--- src/sv/earec_pkg.sv ---
// Package: shared types, constants and AES helper functions for the record decoder.
`timescale 1ns / 1ps
`default_nettype none
package earec_pkg;

  localparam logic [2:0] ST_OK        = 3'd0;
  localparam logic [2:0] ST_SHORT     = 3'd1;
  localparam logic [2:0] ST_COMPANY   = 3'd2;
  localparam logic [2:0] ST_ADDRESS   = 3'd3;
  localparam logic [2:0] ST_UNDER_MIN = 3'd4;
  localparam logic [2:0] ST_KEYCHECK  = 3'd5;

  localparam logic [1:0] REG_KEY_HIGH    = 2'd0;
  localparam logic [1:0] REG_KEY_LOW     = 2'd1;
  localparam logic [1:0] REG_TARGET_ADDR = 2'd2;
  localparam logic [1:0] REG_ADDR_FILTER = 2'd3;

  localparam logic [15:0] COMPANY_ID_OK = 16'h02E1;
  localparam logic [4:0]  SHORT_RECORD  = 5'd8;
  localparam logic [4:0]  MIN_RECORD    = 5'd20;
  localparam logic [4:0]  COUNT_MAX     = 5'd31;
  localparam logic [4:0]  IDX_CID_LO    = 5'd0;
  localparam logic [4:0]  IDX_CID_HI    = 5'd1;
  localparam logic [4:0]  IDX_CTR_LO    = 5'd7;
  localparam logic [4:0]  IDX_CTR_HI    = 5'd8;
  localparam logic [4:0]  IDX_KEYCHECK  = 5'd9;
  localparam logic [4:0]  CIPHER_START  = 5'd10;
  // only the first ten decrypted bytes carry readings
  localparam int          CIPHER_USED   = 10;
  localparam logic [3:0]  LAST_ROUND    = 4'd10;

  typedef logic [15:0][7:0] block_t;

  typedef struct packed {
    logic [2:0]                  status;
    logic [15:0]                 counter;
    logic [CIPHER_USED-1:0][7:0] cipher;
  } job_t;

  localparam logic [7:0] SBOX [256] = '{
    8'h63,8'h7c,8'h77,8'h7b,8'hf2,8'h6b,8'h6f,8'hc5,8'h30,8'h01,8'h67,8'h2b,8'hfe,8'hd7,8'hab,8'h76,
    8'hca,8'h82,8'hc9,8'h7d,8'hfa,8'h59,8'h47,8'hf0,8'had,8'hd4,8'ha2,8'haf,8'h9c,8'ha4,8'h72,8'hc0,
    8'hb7,8'hfd,8'h93,8'h26,8'h36,8'h3f,8'hf7,8'hcc,8'h34,8'ha5,8'he5,8'hf1,8'h71,8'hd8,8'h31,8'h15,
    8'h04,8'hc7,8'h23,8'hc3,8'h18,8'h96,8'h05,8'h9a,8'h07,8'h12,8'h80,8'he2,8'heb,8'h27,8'hb2,8'h75,
    8'h09,8'h83,8'h2c,8'h1a,8'h1b,8'h6e,8'h5a,8'ha0,8'h52,8'h3b,8'hd6,8'hb3,8'h29,8'he3,8'h2f,8'h84,
    8'h53,8'hd1,8'h00,8'hed,8'h20,8'hfc,8'hb1,8'h5b,8'h6a,8'hcb,8'hbe,8'h39,8'h4a,8'h4c,8'h58,8'hcf,
    8'hd0,8'hef,8'haa,8'hfb,8'h43,8'h4d,8'h33,8'h85,8'h45,8'hf9,8'h02,8'h7f,8'h50,8'h3c,8'h9f,8'ha8,
    8'h51,8'ha3,8'h40,8'h8f,8'h92,8'h9d,8'h38,8'hf5,8'hbc,8'hb6,8'hda,8'h21,8'h10,8'hff,8'hf3,8'hd2,
    8'hcd,8'h0c,8'h13,8'hec,8'h5f,8'h97,8'h44,8'h17,8'hc4,8'ha7,8'h7e,8'h3d,8'h64,8'h5d,8'h19,8'h73,
    8'h60,8'h81,8'h4f,8'hdc,8'h22,8'h2a,8'h90,8'h88,8'h46,8'hee,8'hb8,8'h14,8'hde,8'h5e,8'h0b,8'hdb,
    8'he0,8'h32,8'h3a,8'h0a,8'h49,8'h06,8'h24,8'h5c,8'hc2,8'hd3,8'hac,8'h62,8'h91,8'h95,8'he4,8'h79,
    8'he7,8'hc8,8'h37,8'h6d,8'h8d,8'hd5,8'h4e,8'ha9,8'h6c,8'h56,8'hf4,8'hea,8'h65,8'h7a,8'hae,8'h08,
    8'hba,8'h78,8'h25,8'h2e,8'h1c,8'ha6,8'hb4,8'hc6,8'he8,8'hdd,8'h74,8'h1f,8'h4b,8'hbd,8'h8b,8'h8a,
    8'h70,8'h3e,8'hb5,8'h66,8'h48,8'h03,8'hf6,8'h0e,8'h61,8'h35,8'h57,8'hb9,8'h86,8'hc1,8'h1d,8'h9e,
    8'he1,8'hf8,8'h98,8'h11,8'h69,8'hd9,8'h8e,8'h94,8'h9b,8'h1e,8'h87,8'he9,8'hce,8'h55,8'h28,8'hdf,
    8'h8c,8'ha1,8'h89,8'h0d,8'hbf,8'he6,8'h42,8'h68,8'h41,8'h99,8'h2d,8'h0f,8'hb0,8'h54,8'hbb,8'h16
  };

  function automatic logic [7:0] sbox(input logic [7:0] a);
    return SBOX[a];
  endfunction

  function automatic logic [7:0] xt(input logic [7:0] a);
    return {a[6:0], 1'b0} ^ (a[7] ? 8'h1b : 8'h00);
  endfunction

endpackage
`default_nettype wire

--- src/sv/earec_queue.sv ---
// Job queue between the front end and the decrypt engine.
`timescale 1ns / 1ps
`default_nettype none
module earec_queue #(
  parameter int DEPTH = 4
) (
  input  wire logic            clk,
  input  wire logic            rst,
  input  wire logic            push,
  input  wire earec_pkg::job_t push_job,
  input  wire logic            pop,
  output earec_pkg::job_t      head,
  output logic                 empty,
  output logic                 full
);

  localparam int PW = (DEPTH > 1) ? $clog2(DEPTH) : 1;
  localparam int CW = $clog2(DEPTH + 1);

  earec_pkg::job_t slots [DEPTH];
  logic [PW-1:0] wr_ptr, rd_ptr;
  logic [CW-1:0] count;

  assign empty = (count == CW'(0));
  assign full  = (count == CW'(DEPTH));
  assign head  = slots[rd_ptr];

  function automatic logic [PW-1:0] ptr_inc(input logic [PW-1:0] p);
    return (p == PW'(DEPTH - 1)) ? PW'(0) : p + PW'(1);
  endfunction

  always_ff @(posedge clk) begin
    if (rst) begin
      wr_ptr <= '0;
      rd_ptr <= '0;
      count  <= '0;
    end else begin
      if (push) wr_ptr <= ptr_inc(wr_ptr);
      if (pop)  rd_ptr <= ptr_inc(rd_ptr);
      if (push && !pop)      count <= count + CW'(1);
      else if (pop && !push) count <= count - CW'(1);
    end
  end

  always_ff @(posedge clk) begin
    if (push) slots[wr_ptr] <= push_job;
  end

endmodule
`default_nettype wire

--- config.mk ---
export PLATFORM = sky130hd
export DESIGN_NAME = earec_queue
export DESIGN_NICKNAME = d
export VERILOG_FILES = /design/src/sv/earec_pkg.sv /design/src/sv/earec_queue.sv
export SDC_FILE = /design/constraint.sdc
export NUM_CORES = 1
export LEC_CHECK = 0
export BUFFER_PORTS_ARGS = -buffer_cell sky130_fd_sc_hd__buf_2
export CAP_MARGIN = 20
export CORE_AREA = 2 2 195 197
export DETAILED_ROUTE_END_ITERATION = 6
export DIE_AREA = 0 0 197 199
export SETUP_SLACK_MARGIN = 0.15
export SKIP_CTS_REPAIR_TIMING = 1
export SYNTH_ARGS = -nofsm -noshare
export SYNTH_HDL_FRONTEND = slang
export SYNTH_SLANG_ARGS = --single-unit
--- constraint.sdc ---
create_clock -name clk -period 4.05 [get_ports clk]
set_input_delay 0.405 -clock clk [delete_from_list [all_inputs] [get_ports clk]]
set_output_delay 0.405 -clock clk [all_outputs]
set_load 0.03 [all_outputs]
[Word-level counts from Yosys, hierarchy flattened]
Memory sizes are Yosys's and may differ from the RTL's. A register that Yosys moved wholly into a read port is not among the register bits.
Cells that the tools add are included.
Storage, ports and cells
  register bits after elaboration: 7
  RAM bits: 396
  word-level logic and storage cells: 25
  memories: 1
Operators by class
  add/subtract/negate cells: 4
  eq/ne operators: 3
  mux-type cells: 8
  reductions and logical operators: 6
Memory list
  slots: depth 4, width 99, rd ports 1, clocked after memory_dff 1, wr ports 1, line earec_queue.sv:20  | earec_pkg::job_t slots [DEPTH];
Operators with widths (number)
  2-to-1 mux 2 bit: 4
  2-to-1 mux 3 bit: 2
  adder 2 x 1 -> 2 bit, second input constant: 2
  equality test 2 bit, second input constant: 2
  adder 3 x 1 -> 3 bit, second input constant: 1
  equality test 3 bit, second input constant: 1
  zero test 3 bit: 1
  subtractor 3 x 1 -> 3 bit, second input constant: 1
  logical AND 1 bit: 2
  zero test 1 bit: 2
  2-to-1 mux 1 bit: 2
  nonzero test 2 bit: 1

[Depth between registers and ports, before layout]
Gate-level depths: netlist of run 1.
  word-level depth: 4
  depth in mapped cells: 7

[Least setup slack after synthesis of run 1]
Ideal clock, no wire load.
  kind: flip-flop to flip-flop
  from: reg wr_ptr[0]
  to: mem slots[3][0] in the netlist's numbering (enable)
  library setup time: 0.468 ns
  arrival time: 2.834 ns
  required time: 3.582 ns
  path slack: 0.747 ns
  cell stages (with the launch flop): 3
  period minus slack after synthesis: 3.303 ns
  cells stage by stage: dfxtp_1 -> ha_1 -> and2_1
RTL lines
  start: declaration: line earec_queue.sv:21  | logic [PW-1:0] wr_ptr, rd_ptr;
  start signal: assignment: line earec_queue.sv:38  | if (push) wr_ptr <= ptr_inc(wr_ptr);
  end: declaration: line earec_queue.sv:20
Straight into the memory's write port.

==> summary.md, run 1 <==
| Metric | Value |
|---|---|
| Layout area overhead | `19.9%` |
| Cts bufs inserted | `42` |
| Initial Util | `39.6%` |
| DRC viols | `0` |
| Mux cell area share after synthesis | `15.5%` |
| Seq/Total Area, Yosys | `82.2%` |
| Post-Layout Cell Count | `1298` |
| Power Dens Cells | `532 nW/um^2` |
| Row cnt | `71` |
| CTS tree | `yes` |
| Worst Hold Launch | `push_job[55]` |
| Power Total | `0.00937 W` |
| Vias | `6527` |
| Compound-Gate Fraction of Synth Area | `0.102%` |
| Leakage | `5.88 nW` |
| First-pass GRT wire length | `41300 um` |
| Max-cap viol count | `0` |
| Commonest non-fill, non-tap cell in the layout | `edfxtp_1` |
| Largest family of logic cells by synthesized area | `multiplexers` |
| 1st-pass router iterations | `4` |
| Post-DR vias/cell | `5.03` |
| Die Wd | `197 um` |
| Design Area, Final | `17600 sq um` |
| IO Count | `204` |
| Dominant synthesized flop cell | `edfxtp_1` |
| Worst Path Required | `3.64 ns` |
| Final hold slack | `0.0737 ns` |
| Post-Route WL | `27800 um` |
| Final-layout fill cell count | `3107` |
| Netlist cell types | `20` |
| Post-Synth XOR/XNOR Area | `0.119%` |
| DP Area | `16300 sq um` |
| Total core area | `37100 sq um` |
| Critical register-to-register path startpoint | `wr_ptr[0]` |
| CP Capture Type | `output port` |
| Max Slew Vio Count | `0` |
| Top delay family on crit path | `flip-flops` |
| DP HPWL | `15700 um` |
| Clock Path Buffers | `3` |
| GPL Wtd Cong | `0.655` |
| Worst Tran Pin Value | `0.910 ns` |
| Initial antenna violation count | `3` |
| Commonest cells after routing, fill and taps aside | `396 x edfxtp_1, 203 x buf_2, 99 x mux4_2, 45 x clkbuf_16, 15 x clkbuf_1` |
| Startpoint types | `flop` |
| Die area | `39200 sq um` |
| Synthesized-area fraction occupied by adder cells | `0.647%` |
| Final hold vios | `0` |
| H-tree depth | `2` |
| Share of layout cells above drive strength 1 | `44.7%` |
| Max stage delay on crit path | `0.58 ns` |
| Number of synthesized flops with an enable pin | `396` |
| Syn Area/Cell | `26.2 sq um` |
| First DRT Iteration DRCs | `268` |
| Clock Tree Root | `clkbuf_16` |
| Worst path bufs/invs | `2` |
| Highest clock rate | `362 MHz` |
| Clock-pin transition on the worst setup and hold timing paths | `0.06 ns` |
| Setup TNS | `0 ns` |
| # clock sinks | `405` |
| Skew-Pair Late Insertion Delay | `0.54 ns` |
| GRT Total Usage | `14.3%` |
| Vias in the first global route | `7028` |
| Ys async rst share | `0%` |
| Worst clock skew | `0.00654 ns` |
| Setup CP Type | `reg2out` |
| Status | `complete, no violations` |
| Synth Warn # | `0` |
| Crit path max fanout | `45` |
| Routed Antenna Nets | `0` |
| Period minus WS final | `2.76 ns` |
| Largest net degree at the start of global routing | `55` |
| # nets final | `905` |
| Final setup fails | `0` |
| Dpl cells | `1225` |
| Die H | `199 um` |
| Rel. slew slack | `39.3%` |
| Peak VDD IR | `0.393 mV` |
| Overflow after GRT | `0` |
| CP arrival | `2.35 ns` |
| Port bufs | `203` |
| Post-synth design cell area | `14700 sq um` |
| Final Cycle Share | `68.1%` |
| RSZ-0062 raised after global routing | `no` |
| Synth Instances | `561` |
| FF+latch count, synth | `405` |
| Syn_nets | `671` |
| Worst hold-check path type | `in2reg` |
| Routed WL per cell | `21.4 um` |
| Simple-gate share of the synthesized area | `0.528%` |
| CP cell instances | `buf_12 -> mux4_2 -> buf_2` |
| Slowest CP cell | `dfxtp_4` |
==> synthesized netlist by cell type (2+ instances only) <==
cell / instances / share of area (%)
clkbuf_1: 8 / 0.20
dfxtp_1: 9 / 1.2
xor2_1: 2 / 0.12
nor2_1: 7 / 0.18
buf_2: 10 / 0.34
nor3b_1: 2 / 0.10
inv_1: 4 / 0.10
and2_1: 4 / 0.17
mux2i_1: 4 / 0.27
a21oi_1: 2 / 0.068
buf_8: 2 / 0.20
edfxtp_1: 396 / 81
mux4_2: 99 / 15
ha_1: 6 / 0.51
==> per-stage QoR <==
stage                     utilization, %  setup WS (ns)
after floorplan                        -          0.747
after detailed placement            44.0           1.80
final                               47.4           1.29
after CTS                           47.4           1.20
after global routing                47.4           1.14
after global placement              44.0           1.81
==> worst register-to-register path, cell delays in order, from the launching register on <==
cell and delay [ns]:
dfxtp_1 0.40, ha_1 0.17, and2_4 0.74, buf_12 0.39
==> cell families after synthesis <==
kind of cell	after synthesis
AO/OA/AOI/OAI	3
XOR/XNOR	2
adder cells (fa/ha/maj)	7
buffers and inverters	26
flip-flops	405
multiplexers	103
AND/OR/NAND/NOR	15
==> state kept, by name (all words and copies together) (netlist names), named ones only <==
register / cells
rd_ptr: 2
slots: 396
count: 3
wr_ptr: 2
==> path summary, 6_finish.rpt <==
kind | depth (start not counted) | to | slack (ns)
setup / recovery | 3 | head[80] | 1.29
hold / removal | 1 | slots[0][55] | 0.07
setup reg to reg | 3 | slots[1][36] | 2.01
hold reg to reg | 2 | count[2] | 0.50
==> final cells by class <==
cell class,instances,area (sq um),share of cell area (%)
clock buffer,60,1180,6.71
timing repair buffer,212,1170,6.65
sequential,405,12100,68.6
inverter,4,15.0,0.0853
multi-input combinational,130,2480,14.1
antenna,1,2.50,0.0142
clock inverter,12,80.1,0.455
tap,474,593,3.37
==> power by group <==
group | switching, W | internal (W)
Clock | 0.00145 | 0.00208
Combinational | 0.000619 | 0.000349
Sequential | 0.0000606 | 0.00480
==> routing by layer <==
metal | part of all wire (%) | global-route usage, % | vias to the layer above | wire length [um]
met3 | 6.4 | 4.15 | 48 | 1780
met2 | 48 | 22.6 | 165 | 13200
met4 | 2.3 | 5.74 | 4 | 652
li1 | - | - | 2890 | -
met1 | 43 | 18.8 | 3420 | 12100
met5 | 0.097 | 0 | - | 27
Note: power is estimated with default switching activity, not from simulation.
==> run 2: changes to the inputs <==
clock period = 2.7 ns   (was 4.05 ns; I/O delays follow)
==> run 2 against run 1 <==
Effect of this change: setup slack worse by 0.99 ns; design area is 7.0% higher; routed wire length grew 0.65%; die area unchanged; largest power group unchanged; largest cell class unchanged; first-iteration DRC count fell by 6.7%.
==> summary.md, run 2 (synthesis results as in run 1) <==
| Metric | Value |
|---|---|
| Post-Place Worst Slack | `0.767 ns` |
| Final Cycle Share | `88.7%` |
| Clock-pin transition on the worst setup and hold timing paths | `0.06 ns` |
| Worst Hold Launch | `push` |
| CP Capture Type | `output port` |
| Row cnt | `71` |
| Routed Antenna Nets | `0` |
| RSZ-0062 raised after global routing | `no` |
| Rel. slew slack | `56.4%` |
| Hold path endpoint | `wr_ptr[1]` |
| Design Area, Final | `18800 sq um` |
| Max Slew Vio Count | `0` |
| Slowest CP cell | `mux4_2` |
| WHS Path Cells | `3` |
| Port bufs | `203` |
| CTS tree | `yes` |
| # clock sinks | `405` |
| Setup CP Type | `reg2out` |
| Power Dens Cells | `767 nW/um^2` |
| Clock Path Buffers | `3` |
| Die Wd | `197 um` |
| Worst Path Required | `2.43 ns` |
| Worst setup margin | `0.305 ns` |
| Top delay family on crit path | `multiplexers` |
| FF-to-FF path depth | `3` |
| DP Area | `16400 sq um` |
| Post-DR vias/cell | `4.89` |
| Worst Tran Pin Value | `0.655 ns` |
| Startpoint types | `flop` |
| GPL Wtd Cong | `0.689` |
| Clock Tree Root | `clkbuf_16` |
| Largest net degree at the start of global routing | `100` |
| GRT Total Usage | `14.1%` |
| Final hold vios | `0` |
| # nets final | `1018` |
| Largest regs | `slots (396), count (3)` |
| Max stage delay on crit path | `0.56 ns` |
| Leakage | `6.40 nW` |
| Setup TNS | `0 ns` |
| Vias | `6924` |
| Total core area | `37100 sq um` |
| Final setup fails | `0` |
| Worst path bufs/invs | `2` |
| CP arrival | `2.12 ns` |
| Commonest cells after routing, fill and taps aside | `396 x edfxtp_1, 203 x buf_2, 100 x dlygate4sd3_1, 99 x mux4_2, 44 x clkbuf_16` |
| Crit path max fanout | `30` |
| Commonest non-fill, non-tap cell in the layout | `edfxtp_1` |
| Critical register-to-register path startpoint | `wr_ptr[0]` |
| Worst hold-check path type | `in2reg` |
| Share of layout cells above drive strength 1 | `40.9%` |
| CP cell instances | `buf_16 -> mux4_2 -> buf_2` |
| Cts bufs inserted | `43` |
| Worst clock skew | `0.0203 ns` |
| Peak VDD IR | `0.612 mV` |
| Skew-Pair Late Insertion Delay | `0.57 ns` |
| Vias in the first global route | `6972` |
| Die H | `199 um` |
| Overflow after GRT | `0` |
| Die area | `39200 sq um` |
| R2R setup slack | `1.03 ns` |
| Max-cap viol count | `0` |
| DRC viols | `0` |
| Initial Util | `39.6%` |
| Period minus WS final | `2.39 ns` |
| Most flop-heavy register | `slots` |
| Fin util | `50.7%` |
| DP HPWL | `15800 um` |
| 1st-pass router iterations | `4` |
| IO Count | `204` |
| Layout area overhead | `28.3%` |
| Post-Route WL | `28000 um` |
| First DRT Iteration DRCs | `250` |
| Crit Reg-Reg Endpoint | `slots[3][31]` |
| Routed WL per cell | `19.8 um` |
| Status | `complete, no violations` |
| Initial antenna violation count | `1` |
| Highest clock rate | `418 MHz` |
| Number of flip-flops in the largest register | `396` |
| First-pass GRT wire length | `40900 um` |
| H-tree depth | `2` |
run 2: cell type report:
cell class	count	area, sq um
fill	2959	18300
sequential	405	12100
multi-input combinational	130	2480
timing repair buffer	324	2320
clock buffer	62	1200
tap	474	593
clock inverter	16	145
inverter	4	15.0
antenna	1	2.50
run 2: worst reg2reg max path, cell delays in order, from the launching register on:
cell,delay (ns)
dfxtp_1,0.40
ha_1,0.19
and2_4,0.15
buf_12,0.50
run 2: report_power, final:
part	switching [W]	total (W)	internal, W
logic	0.000971	0.00162	0.000647
clock network	0.00228	0.00556	0.00328
registers	0.0000711	0.00728	0.00720
run 2: how the worst max path moves through the flow:
stage	from	endpoint	slack (ns)	cells after the start
final	flop	head[90]	0.31	3
after global placement	flop	head[90]	0.75	3
after detailed placement	flop	head[90]	0.77	3
after floorplan	wr_ptr[0]	slots[3][0]	0.48	2
after CTS	flop	head[41]	0.16	3
after global routing	flop	head[73]	0.21	3
run 2: stage by stage:
stage,power (W),std cells,hold WS [ns]
floorplan,0.00839,561,0.339
global placement,0.00891,1229,0.479
detailed placement,0.00893,1229,0.487
CTS,0.0146,1307,-0.130
global route,0.0150,1416,0.129
finish,0.0145,1416,0.0864
run 2: layer usage:
metal	share of wire [%]	global-route usage, %	vias up	wire length (um)
met3	6.6	4.97	39	1860
met4	2.1	5.71	0	592
met1	42	17.8	3584	11800
li1	-	-	3126	-
met5	0	0	-	0
met2	49	22.5	175	13700
