### config.mk
export PLATFORM = sky130hd
export DESIGN_NAME = earec_front
export DESIGN_NICKNAME = d
export VERILOG_FILES = /design/src/sv/earec_pkg.sv /design/src/sv/earec_front.sv
export SDC_FILE = /design/constraint.sdc
export NUM_CORES = 1
export LEC_CHECK = 0
export BUFFER_PORTS_ARGS = -buffer_cell sky130_fd_sc_hd__buf_2
export CORE_AREA = 2 2 115 117
export CTS_CLUSTER_SIZE = 40
export DETAILED_ROUTE_END_ITERATION = 8
export DIE_AREA = 0 0 117 119
export PLACE_DENSITY = 0.8
export SYNTH_ARGS = -nofsm -noshare
export SYNTH_HDL_FRONTEND = slang
export SYNTH_SLANG_ARGS = --single-unit
export TNS_END_PERCENT = 20
### constraint.sdc
create_clock -name clk -period 3.7 [get_ports clk]
set_clock_uncertainty 0.1 [all_clocks]
set_input_delay 0.74 -clock clk [delete_from_list [all_inputs] [get_ports clk]]
set_output_delay 0.74 -clock clk [all_outputs]
set_load 0.03 [all_outputs]
### src/sv/earec_pkg.sv
// Package: shared types, constants and AES helper functions for the record decoder.
`timescale 1ns / 1ps
`default_nettype none
package earec_pkg;

  localparam logic [2:0] ST_OK        = 3'd0;
  localparam logic [2:0] ST_SHORT     = 3'd1;
  localparam logic [2:0] ST_COMPANY   = 3'd2;
  localparam logic [2:0] ST_ADDRESS   = 3'd3;
  localparam logic [2:0] ST_UNDER_MIN = 3'd4;
  localparam logic [2:0] ST_KEYCHECK  = 3'd5;

  localparam logic [1:0] REG_KEY_HIGH    = 2'd0;
  localparam logic [1:0] REG_KEY_LOW     = 2'd1;
  localparam logic [1:0] REG_TARGET_ADDR = 2'd2;
  localparam logic [1:0] REG_ADDR_FILTER = 2'd3;

  localparam logic [15:0] COMPANY_ID_OK = 16'h02E1;
  localparam logic [4:0]  SHORT_RECORD  = 5'd8;
  localparam logic [4:0]  MIN_RECORD    = 5'd20;
  localparam logic [4:0]  COUNT_MAX     = 5'd31;
  localparam logic [4:0]  IDX_CID_LO    = 5'd0;
  localparam logic [4:0]  IDX_CID_HI    = 5'd1;
  localparam logic [4:0]  IDX_CTR_LO    = 5'd7;
  localparam logic [4:0]  IDX_CTR_HI    = 5'd8;
  localparam logic [4:0]  IDX_KEYCHECK  = 5'd9;
  localparam logic [4:0]  CIPHER_START  = 5'd10;
  // only the first ten decrypted bytes carry readings
  localparam int          CIPHER_USED   = 10;
  localparam logic [3:0]  LAST_ROUND    = 4'd10;

  typedef logic [15:0][7:0] block_t;

  typedef struct packed {
    logic [2:0]                  status;
    logic [15:0]                 counter;
    logic [CIPHER_USED-1:0][7:0] cipher;
  } job_t;

  localparam logic [7:0] SBOX [256] = '{
    8'h63,8'h7c,8'h77,8'h7b,8'hf2,8'h6b,8'h6f,8'hc5,8'h30,8'h01,8'h67,8'h2b,8'hfe,8'hd7,8'hab,8'h76,
    8'hca,8'h82,8'hc9,8'h7d,8'hfa,8'h59,8'h47,8'hf0,8'had,8'hd4,8'ha2,8'haf,8'h9c,8'ha4,8'h72,8'hc0,
    8'hb7,8'hfd,8'h93,8'h26,8'h36,8'h3f,8'hf7,8'hcc,8'h34,8'ha5,8'he5,8'hf1,8'h71,8'hd8,8'h31,8'h15,
    8'h04,8'hc7,8'h23,8'hc3,8'h18,8'h96,8'h05,8'h9a,8'h07,8'h12,8'h80,8'he2,8'heb,8'h27,8'hb2,8'h75,
    8'h09,8'h83,8'h2c,8'h1a,8'h1b,8'h6e,8'h5a,8'ha0,8'h52,8'h3b,8'hd6,8'hb3,8'h29,8'he3,8'h2f,8'h84,
    8'h53,8'hd1,8'h00,8'hed,8'h20,8'hfc,8'hb1,8'h5b,8'h6a,8'hcb,8'hbe,8'h39,8'h4a,8'h4c,8'h58,8'hcf,
    8'hd0,8'hef,8'haa,8'hfb,8'h43,8'h4d,8'h33,8'h85,8'h45,8'hf9,8'h02,8'h7f,8'h50,8'h3c,8'h9f,8'ha8,
    8'h51,8'ha3,8'h40,8'h8f,8'h92,8'h9d,8'h38,8'hf5,8'hbc,8'hb6,8'hda,8'h21,8'h10,8'hff,8'hf3,8'hd2,
    8'hcd,8'h0c,8'h13,8'hec,8'h5f,8'h97,8'h44,8'h17,8'hc4,8'ha7,8'h7e,8'h3d,8'h64,8'h5d,8'h19,8'h73,
    8'h60,8'h81,8'h4f,8'hdc,8'h22,8'h2a,8'h90,8'h88,8'h46,8'hee,8'hb8,8'h14,8'hde,8'h5e,8'h0b,8'hdb,
    8'he0,8'h32,8'h3a,8'h0a,8'h49,8'h06,8'h24,8'h5c,8'hc2,8'hd3,8'hac,8'h62,8'h91,8'h95,8'he4,8'h79,
    8'he7,8'hc8,8'h37,8'h6d,8'h8d,8'hd5,8'h4e,8'ha9,8'h6c,8'h56,8'hf4,8'hea,8'h65,8'h7a,8'hae,8'h08,
    8'hba,8'h78,8'h25,8'h2e,8'h1c,8'ha6,8'hb4,8'hc6,8'he8,8'hdd,8'h74,8'h1f,8'h4b,8'hbd,8'h8b,8'h8a,
    8'h70,8'h3e,8'hb5,8'h66,8'h48,8'h03,8'hf6,8'h0e,8'h61,8'h35,8'h57,8'hb9,8'h86,8'hc1,8'h1d,8'h9e,
    8'he1,8'hf8,8'h98,8'h11,8'h69,8'hd9,8'h8e,8'h94,8'h9b,8'h1e,8'h87,8'he9,8'hce,8'h55,8'h28,8'hdf,
    8'h8c,8'ha1,8'h89,8'h0d,8'hbf,8'he6,8'h42,8'h68,8'h41,8'h99,8'h2d,8'h0f,8'hb0,8'h54,8'hbb,8'h16
  };

  function automatic logic [7:0] sbox(input logic [7:0] a);
    return SBOX[a];
  endfunction

  function automatic logic [7:0] xt(input logic [7:0] a);
    return {a[6:0], 1'b0} ^ (a[7] ? 8'h1b : 8'h00);
  endfunction

endpackage
`default_nettype wire

### src/sv/earec_front.sv
// Front end: collects record bytes, checks the record and queues a decode job.
`timescale 1ns / 1ps
`default_nettype none
module earec_front (
  input  wire logic               clk,
  input  wire logic               rst,
  input  wire logic               accept,
  input  wire logic [7:0]         data_byte,
  input  wire logic               last_byte,
  input  wire logic [47:0]        sender_address,
  input  wire logic [7:0]         key_byte0,
  input  wire logic [47:0]        target_address,
  input  wire logic               address_filter_on,
  output earec_pkg::job_t         job,
  output logic                    job_push
);

  logic [4:0]  byte_count, byte_count_next, count_sat;
  logic [15:0] company_id, company_id_next;
  logic [15:0] counter_value, counter_value_next;
  logic [7:0]  key_check_byte, key_check_byte_next;
  logic [earec_pkg::CIPHER_USED-1:0][7:0] cipher, cipher_next;
  logic [2:0]  status;

  always_comb begin
    company_id_next     = company_id;
    counter_value_next  = counter_value;
    key_check_byte_next = key_check_byte;
    cipher_next         = cipher;
    case (byte_count)
      earec_pkg::IDX_CID_LO:   company_id_next[7:0]     = data_byte;
      earec_pkg::IDX_CID_HI:   company_id_next[15:8]    = data_byte;
      earec_pkg::IDX_CTR_LO:   counter_value_next[7:0]  = data_byte;
      earec_pkg::IDX_CTR_HI:   counter_value_next[15:8] = data_byte;
      earec_pkg::IDX_KEYCHECK: key_check_byte_next      = data_byte;
      default: begin
        for (int i = 0; i < earec_pkg::CIPHER_USED; i++) begin
          if (byte_count == earec_pkg::CIPHER_START + 5'(i)) cipher_next[i] = data_byte;
        end
      end
    endcase
    count_sat = (byte_count < earec_pkg::COUNT_MAX) ? byte_count + 5'd1 : byte_count;
    byte_count_next = byte_count;
    if (accept) byte_count_next = last_byte ? 5'd0 : count_sat;

    if (count_sat < earec_pkg::SHORT_RECORD)                status = earec_pkg::ST_SHORT;
    else if (company_id_next != earec_pkg::COMPANY_ID_OK)   status = earec_pkg::ST_COMPANY;
    else if (address_filter_on && sender_address != target_address)
                                                            status = earec_pkg::ST_ADDRESS;
    else if (count_sat < earec_pkg::MIN_RECORD)             status = earec_pkg::ST_UNDER_MIN;
    else if (key_check_byte_next != key_byte0)              status = earec_pkg::ST_KEYCHECK;
    else                                                    status = earec_pkg::ST_OK;

    job.status  = status;
    job.counter = counter_value_next;
    job.cipher  = cipher_next;
    job_push    = accept && last_byte;
  end

  always_ff @(posedge clk) begin
    if (rst) begin
      byte_count     <= 5'd0;
      company_id     <= 16'd0;
      counter_value  <= 16'd0;
      key_check_byte <= 8'd0;
    end else begin
      byte_count <= byte_count_next;
      if (accept) begin
        company_id     <= company_id_next;
        counter_value  <= counter_value_next;
        key_check_byte <= key_check_byte_next;
      end
    end
  end

  always_ff @(posedge clk) begin
    if (accept) cipher <= cipher_next;
  end

endmodule
`default_nettype wire

**Word level (Yosys, flattened, before mapping)**

Index checks and enable logic that the tools add are counted.

- Bits in registers: 125
- Bits of input ports: 117
- Output and inout port bits: 100
- Logic and storage cells: 62

- $add $sub $neg: 1
- Order comparisons: 3
- Eq/ne operators: 17
- Muxes and demuxes: 23
- Reductions and logical operators: 4

Operators by type and width:

| operator | number |
|---|---|
| two-way mux 8 bit | 15 |
| two-way mux 80 bit | 1 |
| != test 48 bit | 1 |
| == test 5 x 4 -> 1 bit, second input constant | 8 |
| == test 5 bit, second input constant | 4 |
| != test 16 x 10 -> 1 bit, second input constant | 1 |
| two-way mux 3 bit | 5 |
| < comparator 5 bit, second input constant | 2 |
| two-way mux 5 bit | 2 |
| != test 8 bit | 1 |
| adder 5 x 1 -> 5 bit, second input constant | 1 |
| == test 5 x 1 -> 1 bit, second input constant | 1 |
| == test 5 x 3 -> 1 bit, second input constant | 1 |
| zero test 5 bit | 1 |
| < comparator 5 x 4 -> 1 bit, second input constant | 1 |
| OR reduction 5 bit | 1 |
| logical AND 1 bit | 2 |

**Longest topological paths before layout**

Gate-level depths: netlist of the first run.

- Word-level depth: 8
- Gate-level depth with buffers: 9
- Depth with buffers taken out: 8

**Worst setup path before layout of the first run**

Ideal clock, no wire load.

- Path kind: input port to output port
- Start: input port data_byte[5]
- End: output port job[96] (netlist name)
- Arrival time: 2.323 ns
- Data required time: 2.860 ns
- Path slack: 0.537 ns
- Stages: 6
- Path buffers: 1
- Cell sequence: clkbuf_1 -> nor2b_1 -> mux2_1 -> a31oi_1 -> or4_4 -> o21ai_1

RTL lines:

| item | RTL line | text |
|---|---|---|
| from (decl) | earec_front.sv:8 | `input wire logic [7:0] data_byte,` |
| to (decl) | earec_front.sv:14 | `output earec_pkg::job_t job,` |

==> results of run 1 <==
through the flow:
stage | power (W) | std cells | hold WS (ps) | setup WS (ps)
6_report | 0.003662 | 959 | 360.0 | 103.9
5_1_grt | 0.003774 | 959 | 383.0 | 33.28
4_1_cts | 0.003670 | 953 | 356.9 | 8.090
3_5_place_dp | 0.002049 | 921 | 349.8 | 331.8
3_3_place_gp | 0.002033 | 921 | 338.9 | 444.2
2_1_floorplan | 0.001860 | 555 | 331.2 | 537.4
layout by cell type, fill, tap and decap left out, types with 2 or more instances in the layout:
| cell type | Yosys | final |
|---|---|---|
| ha_1 | 5 | 5 |
| nor4_1 | 16 | 15 |
| inv_1 | 6 | 6 |
| buf_4 | 0 | 13 |
| clkbuf_1 | 31 | 2 |
| o21ai_0 | 16 | 16 |
| xnor2_1 | 7 | 7 |
| dfxtp_2 | 0 | 4 |
| buf_2 | 0 | 213 |
| clkinv_2 | 0 | 6 |
| nand3_1 | 26 | 26 |
| a31o_2 | 2 | 2 |
| xor2_1 | 52 | 52 |
| nor2_1 | 22 | 22 |
| nor2b_1 | 2 | 2 |
| dfxtp_1 | 45 | 41 |
| nor3_1 | 5 | 5 |
| a21oi_1 | 32 | 32 |
| and2_4 | 0 | 2 |
| diode_2 | 0 | 6 |
| nand4_1 | 4 | 4 |
| edfxtp_1 | 80 | 80 |
| clkbuf_16 | 0 | 17 |
| mux2i_1 | 21 | 21 |
| clkinv_4 | 0 | 2 |
| bufinv_16 | 0 | 3 |
| and2_1 | 6 | 4 |
| nand2b_1 | 4 | 4 |
| mux2_2 | 87 | 87 |
| and3_1 | 5 | 5 |
| o21a_1 | 3 | 3 |
| nand2_1 | 49 | 49 |
worst max-delay path by stage:
stage | startpoint | to | slack, ps
6_report | byte_count[0] | job[98] | 100
2_1_floorplan | data_byte[5] | job[96] | 540
5_1_grt | byte_count[0] | job[96] | 30
3_3_place_gp | byte_count[0] | job[96] | 440
4_1_cts | byte_count[1] | job[96] | 8
3_5_place_dp | byte_count[0] | job[96] | 330
registers in the layout, indices dropped and copies added (netlist names):
register / flops
cipher: 80
company_id: 16
counter_value: 16
key_check_byte: 8
byte_count: 5
logic make-up after synthesis:
kind of cell | after synthesis | synth area share, %
DFF | 125 | 51.68
and+or+nand+nor | 150 | 12.00
buffers and inverters | 43 | 2.760
adders and majority gates | 5 | 0.9789
AOI/OAI and AO/OA | 64 | 5.697
xor gates and xnor gates | 59 | 8.085
muxes | 109 | 18.79
power groups by stage:
stage	Clock [W]	Sequential, W	Combinational, W
CTS	0.00164	0.00157	0.000460
global placement	0	0.00159	0.000442
detailed placement	0	0.00159	0.000454
floorplan	0	0.00159	0.000271
global route	0.00171	0.00157	0.000492
finish	0.00164	0.00157	0.000460
final cells by class:
class	count	area share, %
well taps	176	2.668
flip-flops and latches	125	40.08
multi-input cells	387	35.41
repair buffers	227	14.34
clock inverters	13	1.804
diodes	6	0.1819
clock buffers	19	5.245
inverters	6	0.2729
critical path, cell delays in order (launching register included):
cell     delay [ps]
dfxtp_2         350
inv_1            80
ha_1            250
and2_4          290
nor3b_1         360
o22ai_1         150
or4_4           470
nor3_2          210
buf_4           190
routing by layer:
metal	vias up	wire, um	track usage, %
li1	2435	-	-
met1	2477	6899	28.35
met2	251	9425	43.97
met3	49	1315	7.023
met4	0	578	12.65
met5	-	0	0
==> run metrics, run 1 <==
Worst Hold Path Cells=2; Clock Power Share=44.7%; Comb pwr share=12.6%; HP Start=company_id[9]; IO Port Bufs=216; final core occ=64.11%; Post-CTS Setup Bufs=0; Die X=117 um; grt ovf=0; first-pass iteration count of the detailed router=5; share of cells above drive strength 1=45.95%; IO Count=217; Post-Synthesis Cells=555; fillcell total=970; Die Ht=119 um; fmax=278.1 MHz; area of the multi-input gates=2923 um^2; HPWL Detailed=13030 um; Core Region=12870 um^2; CP endpoint kind=primary output; endpoints failing setup=0; Power Internal=0.002767 W; Worst Max-Slew Pin Slew=827.4 ps; R2R Path Start=byte_count[0]; post-synth top area cell=edfxtp_1; P per Cell Area=443.7 nW/um^2; clk_lat worst skew=420 ps; via count of the first global-routing pass=5275; number of CTS-inserted buffers=17; area grow syn2layout=29.15%; Post-CTS Hold Buffers=0; register bit total from synthesis=125; Slew Limit Headroom=44.84%; post-synthesis sequential area ratio=51.68%; crit share post-route=97.19%; crit path time final=3596 ps; Initial DRC Count=422; Placer Congestion=0.9060; flop-to-flop setup slack=1370 ps; Final TNS setup=0 ps; area share of the largest cell type after synthesis=37.59%; CTS tree=built; synthesized cell area=6391 um^2; peak supply drop=298.9 uV; CTS Buffer Depth=2; Detail Route Antenna Nets=0; Reg2Reg Depth=6; initial antenna violation count=6; Synthesis Warnings=0; max-cap violation count=0; initial core utilization=49.64%; status=complete, no violations; DP Area=7636 um^2; H-tree depth=4; net switching power=0.0008953 W; GRT Total Usage=25.43%; HP Class=flop to flop; WL/cell=19.00 um; Site Rows=42; RSZ-0062 raised after global routing=no; Post-synth top flop=edfxtp_1; Crit Path Class=flop to primary output; fin. max-slew vios=0; register area=3308 um^2; hold path endpoint=company_id[9]; Mapped Nets=677; CTS clk-pin slew, worst paths=60 ps; Crit path required time=2860 ps; Vias/cell=5.435; post-synthesis area per instance=11.52 um^2; crit-path max FO=16; routed via count=5212; final hold violation count=0; final instance area=8254 um^2; Post-synth EDFFs=80; leakage power=3.471 nW; Worst Setup Start Kind=flop; Die ar.=13920 um^2; largest cells by area after synthesis=edfxtp_1, mux2_2, dfxtp_1, xor2_1, mux2i_1; most frequent cells after synthesis=mux2_2, edfxtp_1, xor2_1; nets=886; top-count cell post-synth=mux2_2; register share of total power=42.8%; drt drc=0; Async SR Flop Fraction=0%; maximum number of pins on one net before global-route repair=77; R2R Path End=counter_value[2]; global-route wire length before repair=26830 um; Routed Wire Length=18220 um; CTS resizes=5; Clock Sinks=125; Sw Ratio=24.45%; Root Driver=clkbuf_16; Netlist cell types=48; Arr. time, crit path=2760 ps
No activity file was read; power rests on OpenSTA's default activity.
==> run 2, diff against run 1 <==
--- a/config.mk
+++ b/config.mk
@@ -11,6 +11,7 @@
 export DETAILED_ROUTE_END_ITERATION = 8
 export DIE_AREA = 0 0 117 119
 export PLACE_DENSITY = 0.8
+export SETUP_SLACK_MARGIN = 0.05
 export SYNTH_ARGS = -nofsm -noshare
 export SYNTH_HDL_FRONTEND = slang
 export SYNTH_SLANG_ARGS = --single-unit
==> constraint.sdc (replaced) <==
create_clock -name clk -period 3.9 [get_ports clk]
set_clock_uncertainty 0.1 [all_clocks]
set_input_delay 0.78 -clock clk [delete_from_list [all_inputs] [get_ports clk]]
set_output_delay 0.78 -clock clk [all_outputs]
set_load 0.03 [all_outputs]
==> run 2 against run 1 <==
Compared with the run above:
- sequential power shrank 5%
- non-clock buffer count down 4
- clock-buffer cell count rose by 4
- global-route usage is 1.2 points lower
- design area shrank 0.56%
- via count fell by 0.84%
- combinational power fell by 6.7%
- critical path type unchanged
- largest cell class unchanged
- largest power group unchanged
- highest routed layer unchanged
==> run metrics, run 2 (synthesized netlist as in run 1, its figures left out) <==
largest register by flop count=cipher; Site Rows=42 (unchanged); nets=882 (-0.45%); number of CTS-inserted buffers=17 (unchanged); crit path time final=3617 ps; GRT Total Usage=24.20% (-1.2 points); Clock Sinks=125 (unchanged); share of cells above drive strength 1=44.76% (-1.2 points); crit share post-route=92.74%; max FFs per register=80 (unchanged); fin. max-slew vios=0 (unchanged); fmax=276.5 MHz; flop-to-flop setup slack=1520 ps (+150 ps); Post-CTS Hold Buffers=0 (unchanged); Die X=117 um (unchanged); Routed Wire Length=17410 um (-4.4%); CTS clk-pin slew, worst paths=50 ps (about the same); Die ar.=13920 um^2 (unchanged); routed via count=5168 (-0.84%); maximum number of pins on one net before global-route repair=81 (+5.2%); RSZ-0062 raised after global routing=no; Slew Limit Headroom=30.90% (-14 points); Worst Setup Start Kind=flop; final core occ=63.75% (-0.36 points); first-pass iteration count of the detailed router=4 (-1); CTS Buffer Depth=2 (unchanged); HP Start=company_id[3]; total design power=0.003519 W (-3.9%); global-route wire length before repair=25500 um (-5.0%); Root Driver=clkbuf_16; peak supply drop=352.0 uV (+18%); Arr. time, crit path=2740 ps (-20 ps); Core Region=12870 um^2 (unchanged); IO Count=217 (unchanged); Reg2Reg Depth=6 (unchanged); clk_lat worst skew=400 ps (-20 ps); Worst Max-Slew Pin Slew=1037 ps (+209.2 ps); status=complete, no violations; CP endpoint kind=primary output; Final TNS setup=0 ps (unchanged); H-tree depth=4 (unchanged); endpoints failing setup=0 (unchanged); drt drc=0 (unchanged); final hold violation count=0 (unchanged); Largest regs=cipher (80), company_id (16), counter_value (16); Placer Congestion=0.9034 (-0.29%); HP Class=flop to flop; R2R Path Start=byte_count[1]; Die Ht=119 um (unchanged); most frequent cells in the layout=buf_2, mux2_2, edfxtp_1, xor2_1, nand2_1; grt ovf=0 (unchanged); initial antenna violation count=1 (-5); leakage power=3.449 nW (-0.64%); Post-CTS Setup Bufs=0 (unchanged); Crit path required time=3020 ps (+160 ps); slowest stage delay, CP=530 ps (+60 ps); max-cap violation count=0 (unchanged); Detail Route Antenna Nets=0 (unchanged); CP cell instances=inv_1, ha_1, and2_2, mux2i_1, o21ai_0, or4_4, o21a_1, buf_2; CTS tree=built; crit-path max FO=13 (-3); R2R Path End=counter_value[4]; Initial DRC Count=492 (+17%); commonest non-fill, non-tap cell in the layout=buf_2; Worst Hold Path Cells=2 (unchanged); Vias/cell=5.440 (about the same); Crit Path Class=flop to primary output; P per Cell Area=428.8 nW/um^2 (-3.4%); area grow syn2layout=28.43%; hold path endpoint=company_id[3]; WL/cell=18.33 um (-3.5%); initial core utilization=49.64% (unchanged); CP max stage cell=or4_4; via count of the first global-routing pass=5191 (-1.6%); HPWL Detailed=12490 um (-4.1%); IO Port Bufs=216 (unchanged)
==> run 2: how the worst max path moves through the flow <==
stage                  startpoint       to  slack (ps)  cells past startpoint
finish              byte_count[1]  job[97]         280                      8
global route        byte_count[1]  job[98]          80                      8
CTS                 byte_count[0]  job[97]         110                      8
detailed placement  byte_count[0]  job[97]         570                      8
global placement    byte_count[0]  job[98]         620                      8
floorplan            data_byte[5]  job[96]         660                      6
==> run 2: power by group <==
part	internal [W]	switching, W	total, W
registers	0.00147	0.0000159	0.00149
logic	0.000157	0.000273	0.000429
clock network	0.00108	0.000525	0.00160
==> run 2: routing by layer <==
layer  share of wire (%)  track usage [%]
met5                   0                0
met2                  52            43.14
met4                 3.3            11.47
met1                  37            26.19
met3                 7.5            6.463
==> run 2: final cells by class <==
cell class	instances	area, um^2
tap	176	220.2
timing repair buffer	223	1136
fill	983	4667
multi-input combinational	387	2922
sequential	125	3304
inverter	6	22.52
clock buffer	23	457.9
clock inverter	9	142.6
antenna	1	2.502
==> run 2: what timing repair did <==
| action | in CTS | in global routing |
|---|---|---|
| resized for setup | 0 | 5 |
| hold endpoints to repair | 0 | 0 |
| setup endpoints to repair | 0 | 3 |
==> run 2: worst max-delay path: cells and delay by family, from the launching register on <==
kind,cells,cell delay [ps]
multiplexers,1,240
adder cells (fa/ha/maj),1,270
AND/OR/NAND/NOR,2,880
buffers and inverters,2,280
AO/OA/AOI/OAI,2,310
flip-flops,1,350
==> run 2: stage by stage <==
step                      area, um^2  hold slack, ps  cells  worst slack, ps
after floorplan                 6391           331.2    555            657.4
after global placement          7594           340.0    917            621.2
after detailed placement        7594           349.2    917            569.2
after CTS                       8194           358.7    949            110.3
after global routing            8208           384.6    950            77.48
final                           8208           359.9    950            283.3
==> run 3, diff against run 2 <==
==> constraint.sdc (replaced) <==
create_clock -name clk -period 3.7 [get_ports clk]
set_clock_uncertainty 0.1 [all_clocks]
set_input_delay 0.74 -clock clk [delete_from_list [all_inputs] [get_ports clk]]
set_output_delay 0.74 -clock clk [all_outputs]
set_load 0.03 [all_outputs]
==> run 3 against run 2 <==
Compared with the run above:
- die area stayed put
- design area is 0.91% higher
- wire length is 5.8% higher
- flip-flop and latch count stayed put
- sequential share of layout area is 0.32 points lower
- largest cell class unchanged
- largest power group unchanged
- highest routed layer unchanged
==> run metrics, run 3 (synthesized netlist as in run 1, its figures left out) <==
H-tree depth=4 (unchanged); Power Internal=0.002771 W (+2.4%); total design power=0.003671 W (+4.3%); max-cap violation count=0 (unchanged); Core Region=12870 um^2 (unchanged); Post-CTS Hold Buffers=0 (unchanged); crit share post-route=95.81%; register area=3308 um^2 (+0.11%); Worst Max-Slew Pin Slew=860.4 ps (-176.2 ps); status=complete, no violations; CP cell instances=inv_1, ha_1, and2_4, nor4bb_2, o21ai_0, or4_4, nor3_2, buf_4; peak supply drop=299.0 uV (-15%); drt drc=0 (unchanged); Detail Route Antenna Nets=0 (unchanged); Slew Limit Headroom=42.64% (+12 points); Clock Power Share=44.6% (-0.9 points); area grow syn2layout=29.60%; share of cells above drive strength 1=46.28% (+1.5 points); commonest non-fill, non-tap cell in the layout=buf_2; nets=889 (+0.79%); dpl cells=921 (+0.44%); Final TNS setup=0 ps (unchanged); fin. max-slew vios=0 (unchanged); Die X=117 um (unchanged); Root Driver=clkbuf_16; first-pass iteration count of the detailed router=5 (+1); final hold violation count=0 (unchanged); grt ovf=0 (unchanged); Sw Ratio=24.53% (+1.4 points); largest register by flop count=cipher; endpoints failing setup=0 (unchanged); most frequent cells in the layout=buf_2, mux2_2, edfxtp_1, xor2_1, nand2_1; final instance area=8283 um^2 (+0.91%); net switching power=0.0009003 W (+11%); Die ar.=13920 um^2 (unchanged); Worst Setup Start Kind=flop; Clock Sinks=125 (unchanged); register share of total power=42.7% (+0.4 points); CP max stage cell=or4_4; via count of the first global-routing pass=5275 (+1.6%); fillcell total=962 (-2.1%); HP Class=flop to flop; DP Area=7636 um^2 (+0.56%); WL/cell=19.15 um (+4.5%); max FFs per register=80 (unchanged); HPWL Detailed=13030 um (+4.3%); Final Non-Filler Cells=962 (+1.3%); IO Port Bufs=216 (unchanged); routed via count=5267 (+1.9%); global-route wire length before repair=26830 um (+5.3%); number of CTS-inserted buffers=17 (unchanged); CTS clk-pin slew, worst paths=60 ps (about the same); CP endpoint kind=primary output; Vias/cell=5.475 (+0.64%); Largest regs=cipher (80), company_id (16), counter_value (16); Initial DRC Count=443 (-10%); CTS Buffer Depth=2 (unchanged); P per Cell Area=443.2 nW/um^2 (+3.4%); crit path buf inv count=2 (unchanged); RSZ-0062 raised after global routing=no; initial core utilization=49.64% (unchanged); CTS tree=built; leakage power=3.484 nW (+1.0%); Site Rows=42 (unchanged); Die Ht=119 um (unchanged); crit path time final=3545 ps; initial antenna violation count=6 (+5); Comb pwr share=12.7% (+0.5 points); Placer Congestion=0.9060 (+0.29%); worst hold slack=359.3 ps (-0.6150 ps); crit-path max FO=12 (-1); clk_lat worst skew=410 ps (about the same); Routed Wire Length=18420 um (+5.8%); Crit path required time=2860 ps (-160 ps); fmax=282.1 MHz; maximum number of pins on one net before global-route repair=77 (-4.9%); area of the multi-input gates=2929 um^2 (+0.26%); Arr. time, crit path=2710 ps (-30 ps); IO Count=217 (unchanged); GRT Total Usage=25.43% (+1.2 points); Crit Path Class=flop to primary output; slowest stage delay, CP=530 ps (about the same); CP delay by family, top=simple AND/OR/NAND/NOR gates
-- run 3: cell count changes in the layout (fill, tap and decap cells not counted), moves of 3 or more --
| cell | previous run | this run |
|---|---|---|
| dfxtp_1 | 44 | 41 |
| diode_2 | 1 | 6 |
| clkinv_2 | 3 | 6 |
| dfxtp_2 | 1 | 4 |
| clkbuf_1 | 5 | 2 |
| buf_4 | 8 | 16 |
-- run 3: through the flow --
stage,util (%),setup slack [ps]
2_1_floorplan,-,537.4
3_3_place_gp,59.31,444.2
3_5_place_dp,59.31,331.8
4_1_cts,63.94,72.70
5_1_grt,64.33,14.53
6_report,64.33,154.9
-- run 3: power groups by stage --
stage                     logic [W]  clock network [W]  registers [W]
after detailed placement   0.000454                  0        0.00159
after floorplan            0.000271                  0        0.00159
after global routing       0.000497            0.00171        0.00157
after CTS                  0.000460            0.00164        0.00157
final                      0.000467            0.00164        0.00157
after global placement     0.000442                  0        0.00159
-- run 3: cell type report --
class,count,share of cell area (%)
Sequential cell,125,39.94
Multi-Input combinational cell,387,35.36
Timing Repair Buffer,230,14.56
Clock buffer,19,5.227
Tap cell,176,2.659
Clock inverter,13,1.798
Inverter,6,0.2719
Antenna cell,6,0.1813
-- run 3: worst paths after layout --
path	start	end	slack, ps	depth (start not counted)
min	company_id[9]	company_id[9]	360	2
min reg2reg	company_id[9]	company_id[9]	360	2
max reg2reg	byte_count[0]	counter_value[2]	1350	6
max	byte_count[0]	job[98]	150	8
-- run 3: routing by layer --
metal,part of all wire (%),vias up,global-route usage (%)
li1,-,2445,-
met1,38,2510,28.35
met2,52,261,43.97
met3,7.4,51,7.023
met4,2.9,0,12.65
met5,0,-,0
-- run 3: repair_timing --
action	in CTS	in global routing
endpoints found under the setup margin	3	3
pin swaps	0	1
cloned	0	0
buffers inserted	0	3
gates resized for setup	6	7
-- run 3: tightest hold or removal path, delay by kind of cell, from the launching register on --
kind	cells	cell delay, ps
AND/OR/NAND/NOR	1	50
AO/OA/AOI/OAI	1	50
flip-flops	1	310
